<file path="src/rtl/ac_ram.sv">
`timescale 1ns / 1ps

module ac_ram #(
   parameter int WIDTH = 8,
   parameter int DEPTH = 256,
   localparam int AW = (DEPTH > 1) ? $clog2(DEPTH) : 1
) (
   input  logic             clock,
   input  logic             wr_en,
   input  logic [AW-1:0]    wr_addr,
   input  logic [WIDTH-1:0] wr_data,
   input  logic [AW-1:0]    rd_addr,
   output logic [WIDTH-1:0] rd_data
);

   logic [WIDTH-1:0] mem [DEPTH];

   always_ff @(posedge clock) begin
      if (wr_en) begin
         mem[wr_addr] <= wr_data;
      end
      rd_data <= mem[rd_addr];
   end

endmodule

</file>
<file path="config.mk">
export PLATFORM = sky130hd
export DESIGN_NAME = ac_ram
export DESIGN_NICKNAME = d
export VERILOG_FILES = /design/src/rtl/ac_ram.sv
export SDC_FILE = /design/constraint.sdc
export NUM_CORES = 2
export LEC_CHECK = 0
export BUFFER_PORTS_ARGS = -buffer_cell sky130_fd_sc_hd__buf_2
export CAP_MARGIN = 25
export CORE_UTILIZATION = 40
export CTS_BUF_LIST = sky130_fd_sc_hd__clkbuf_8
export CTS_CLUSTER_DIAMETER = 50
export DETAILED_ROUTE_END_ITERATION = 8
export HOLD_SLACK_MARGIN = 0.15
export PLACE_DENSITY = 0.59
export SYNTH_ARGS = -nofsm -noshare
export SYNTH_HDL_FRONTEND = slang
export SYNTH_SLANG_ARGS = --single-unit
</file>
<file path="constraint.sdc">
create_clock -name clock -period 3.94 [get_ports clock]
set_input_delay 0.394 -clock clock [delete_from_list [all_inputs] [get_ports clock]]
set_output_delay 0.394 -clock clock [all_outputs]
set_load 0.005 [all_outputs]
</file>
-- After elaboration in Yosys (flattened, before gate mapping)
Memories as Yosys holds them, arrays and structs flattened. A register that Yosys moved wholly into a read port is not among the register bits.
Cells that the tools add are included.
- register bits after elaboration: 0
- bits in writable memories: 2048
- input port bits: 26
- output and inout bits: 8
- memories: 1
- memory list (memory ; depth ; bits a word ; rd ports ; clocked after Yosys merged registers in ; wr ports ; RTL line ; source):
    mem ; 256 ; 8 ; 1 ; 1 ; 1 ; 16 ; logic [WIDTH-1:0] mem [DEPTH];
- muxes and demuxes: 2
- operators with widths (kind ; number):
    1-bit two-way mux ; 2

-- Longest topological paths before layout
- depth in word-level cells: 2
- gate-level depth with buffers: 11
- depth with buffers taken out: 6

-- Worst setup path after synthesis
OpenSTA, ideal clock, no wires.
- path kind: input to register
- from: input rd_addr[0]
- to: register rd_data[2], read port of mem
- library setup time: 0.131 ns
- arrival time: 2.201 ns
- required time: 3.809 ns
- slack: 1.608 ns
- stages on the path: 9
- path through: buf_6 -> buf_12 -> buf_8 -> buf_2 -> mux4_2 -> a22oi_1 -> a21oi_1 -> nor4_1 -> nor4_2
- RTL lines (element ; RTL line ; source):
    from (decl) ; 12 ; input logic [AW-1:0] rd_addr,
    to (decl) ; 13 ; output logic [WIDTH-1:0] rd_data

==> impl_metrics.yaml <==
final_layout:
  n_fill_cell: 16660
  areaGrowthSynthToFinish_pct: 14.06
  final_layout_size_suffix_gt1_share_pct: 27.11
  final_nets: 4231
setup_path:
  rrSetupSlack_ns: 0.79
  end_kind: "flip-flop"
  max_stage_delay_ns: 1.05
  r2r_start: "mem[64][4]"
  r2r_end: "rd_data[4]"
  critPathKind: "flip-flop to flip-flop"
  worstSetupStartpointType: "flip-flop"
  crit_chain: "mux4_2 -> mux4_2 -> nor2b_1 -> nor4_1 -> buf_4 -> nor4_1"
  rr_worst_depth: 6
  critPathMaxFanout: 1
  critPathSlowestCell: "nor4_1"
  arrival_ns: 4.02
  required_ns: 4.81
worst_hold_path:
  hold_path_startpoint: "wr_addr[4]"
  hold_end: "mem[244][3]"
  hold_path_class: "input port to flip-flop"
  hold_depth: 4
die:
  initial_core_util_pct: 40.30
  rows: 163
  fp.dieH_um: 448.0
  core_area_um2: 197400
  dieWidth_um: 448.0
  die_area_um2: 200700
  io-pin-count: 34
sta:
  fin_crit_ns: 3.152
  finalHoldViolations: 0
  worst_slew_pin_slew_ns: 1.216
  slew_violations: 0
  finalSetupViolCount: 0
  grt_setup_unrepaired: "no"
  clock.fmax_mhz: 317.3
  finClkSkew_ns: 0.07315
  whs_ns: 0.2152
  max_slew_margin_pct: 18.16
  min_period_over_period_pct: 79.99
  setup_tns_ns: 0
detailed_routing:
  drt-vias-per-instance: 5.693
  wl_um: 204800
  drt_iter0_drc: 4206
  drt_pass1_iterations: 5
  drc: 0
  drt.antenna.violating_nets: 0
  vias: 40450
  routedWlPerCell_um: 28.83
power_and_ir_drop:
  powerDensity_nw_per_um2: 481.7
  power.total_mw: 43.71
  peakVddDrop_mv: 0.3757
  p_leak_nw: 28.78
grt:
  grt_max_degree: 127
  grt_pass1_vias: 40690
  antenna_found_initial: 13
  grt_pass1_wl_um: 293300
  globalRouteOverflowTotal: 0
  grt_usage_pct: 20.45
clock_network:
  numCtsBuffers: 352
  clk_path_buf_depth: 4
  clk_latency_ns: 1.08
  ctsHtreeMaxLevel: 5
  ctsHoldBuffers: 18
  clk_pin_slew_ns: 0.06
  cts-resized-gates: 0
  post_cts_buffers: 0
  cts.sinks: 2056
  clockRootBuffer: "clkbuf_8"
  tritoncts: "done"
logic_synthesis:
  yosys.area.top_type: "edfxtp_1"
  synthTopCellsByArea: "edfxtp_1, mux4_2, mux2i_1"
  synth_area_um2: 79560
  synth.distinct_cells: 55
  synth_seq_cells: 2056
  avgSynthCellArea_um2: 21.31
  ys_warn_count: 0
  synth_edf_count: 2048
  synthFlopType: "edfxtp_1"
  syn_nets: 3759
  synth_top_cell_area_share_pct: 77.30
  synth-seq-area-share_pct: 77.50
  netlist_instances: 3733
  ys_async_sr_fraction_pct: 0
placement:
  io_buffer_count: 33
  place_hpwl_um: 127900
  gp_congestion: 0.8852
flow_run:
  drv_cap: 0
status:
  status: "completed"
## per-stage QoR
stage | cell area [µm²] | setup WS [ns] | std cells | util [%]
global placement | 84360 | 0.2181 | 6470 | 42.73
floorplan | 79560 | 1.608 | 3733 | -
detailed placement | 84360 | 0.1654 | 6470 | 42.73
CTS | 90700 | 0.9651 | 7096 | 45.94
global route | 90740 | 0.8370 | 7104 | 45.96
finish | 90750 | 0.7883 | 7105 | 45.97
## final cells by class
type                       instances  area (µm²)  share of cell area, %
antenna                            6       15.01                0.01655
inverter                           2       7.507               0.008273
clock inverter                   245        1164                  1.282
tap                             2640        3303                  3.640
multi-input combinational       1442       16490                  18.17
sequential                      2056       61660                  67.95
clock buffer                     363        4996                  5.506
timing repair buffer             351        3114                  3.432
## where the power goes
| part | internal (mW) | switching [mW] |
|---|---|---|
| logic | 0.815 | 1.47 |
| clock network | 8.88 | 8.37 |
| registers | 24.1 | 0.0575 |
## cell families after synthesis
group / count (synthesis) / share of synthesized area (%)
flops: 2056 / 77.50
buf+inv: 235 / 1.831
compound gates: 385 / 3.419
mux: 591 / 14.62
simple gates: 466 / 2.628
## critical path: cells and delay by family, from the launching register on
kind          cells  cell delay (ns)
buf+inv           1             0.25
mux               2             1.01
flops             1             0.37
simple gates      3             1.31
## routing by layer
layer | global-route usage [%] | up-vias | routed length (µm)
li1 | - | 16700 | -
met1 | 29.25 | 21600 | 86670
met2 | 31.32 | 1744 | 95860
met3 | 4.164 | 394 | 15630
met4 | 6.951 | 8 | 6611
met5 | 0 | - | 57
## cells in the mapped netlist (10+ instances only)
master / instances
a211oi_1: 16
a21oi_1: 96
a221oi_1: 13
a22oi_1: 133
buf_1: 22
buf_2: 31
buf_4: 27
buf_6: 21
buf_8: 13
clkbuf_1: 111
edfxtp_1: 2048
mux2i_1: 134
mux4_2: 454
nand2_1: 33
nand3_1: 34
nand4_1: 10
nor2_1: 282
nor2b_1: 31
nor3_1: 22
nor4_1: 24
o211ai_1: 10
o21ai_0: 10
o221ai_1: 46
o22ai_1: 28
## layout by cell type (no fill, tap or decap), types with 4 or more instances in the layout
| master | instances |
|---|---|
| nor2b_1 | 28 |
| diode_2 | 6 |
| clkinv_1 | 77 |
| dlygate4sd3_1 | 18 |
| nand2b_1 | 8 |
| a221oi_1 | 13 |
| o22a_1 | 5 |
| o221ai_1 | 46 |
| nor2_1 | 279 |
| mux4_2 | 454 |
| bufinv_16 | 6 |
| buf_4 | 267 |
| buf_12 | 32 |
| nand2_1 | 33 |
| a22oi_1 | 133 |
| and2_1 | 5 |
| o32ai_1 | 4 |
| or2_2 | 4 |
| clkbuf_8 | 364 |
| buf_2 | 22 |
| o211ai_1 | 10 |
| nand4_1 | 10 |
| a22o_1 | 8 |
| clkinvlp_4 | 6 |
| o22ai_1 | 28 |
| a21oi_1 | 96 |
| nor4_1 | 24 |
| dfxtp_1 | 8 |
| clkinv_2 | 21 |
| inv_1 | 131 |
| buf_8 | 11 |
| o21ai_0 | 10 |
| nand3_1 | 34 |
| edfxtp_1 | 2048 |
| mux2i_1 | 134 |
| nor3_1 | 22 |
| a211oi_1 | 16 |
## registers in the layout (all words and copies together), names as in the netlist
| signal | count |
|---|---|
| mem | 2048 |
| rd_data | 8 |
## how the worst max path moves through the flow
stage / from / end / slack, ns
after floorplan: rd_addr[0] / rd_data[2] / 1.61
after global placement: rd_addr[0] / rd_data[2] / 0.22
after detailed placement: rd_addr[0] / rd_data[2] / 0.17
after CTS: mem[64][4] / rd_data[4] / 0.97
after global routing: mem[64][4] / rd_data[4] / 0.84
final: mem[64][4] / rd_data[4] / 0.79
(Power assumes the default switching activity.)
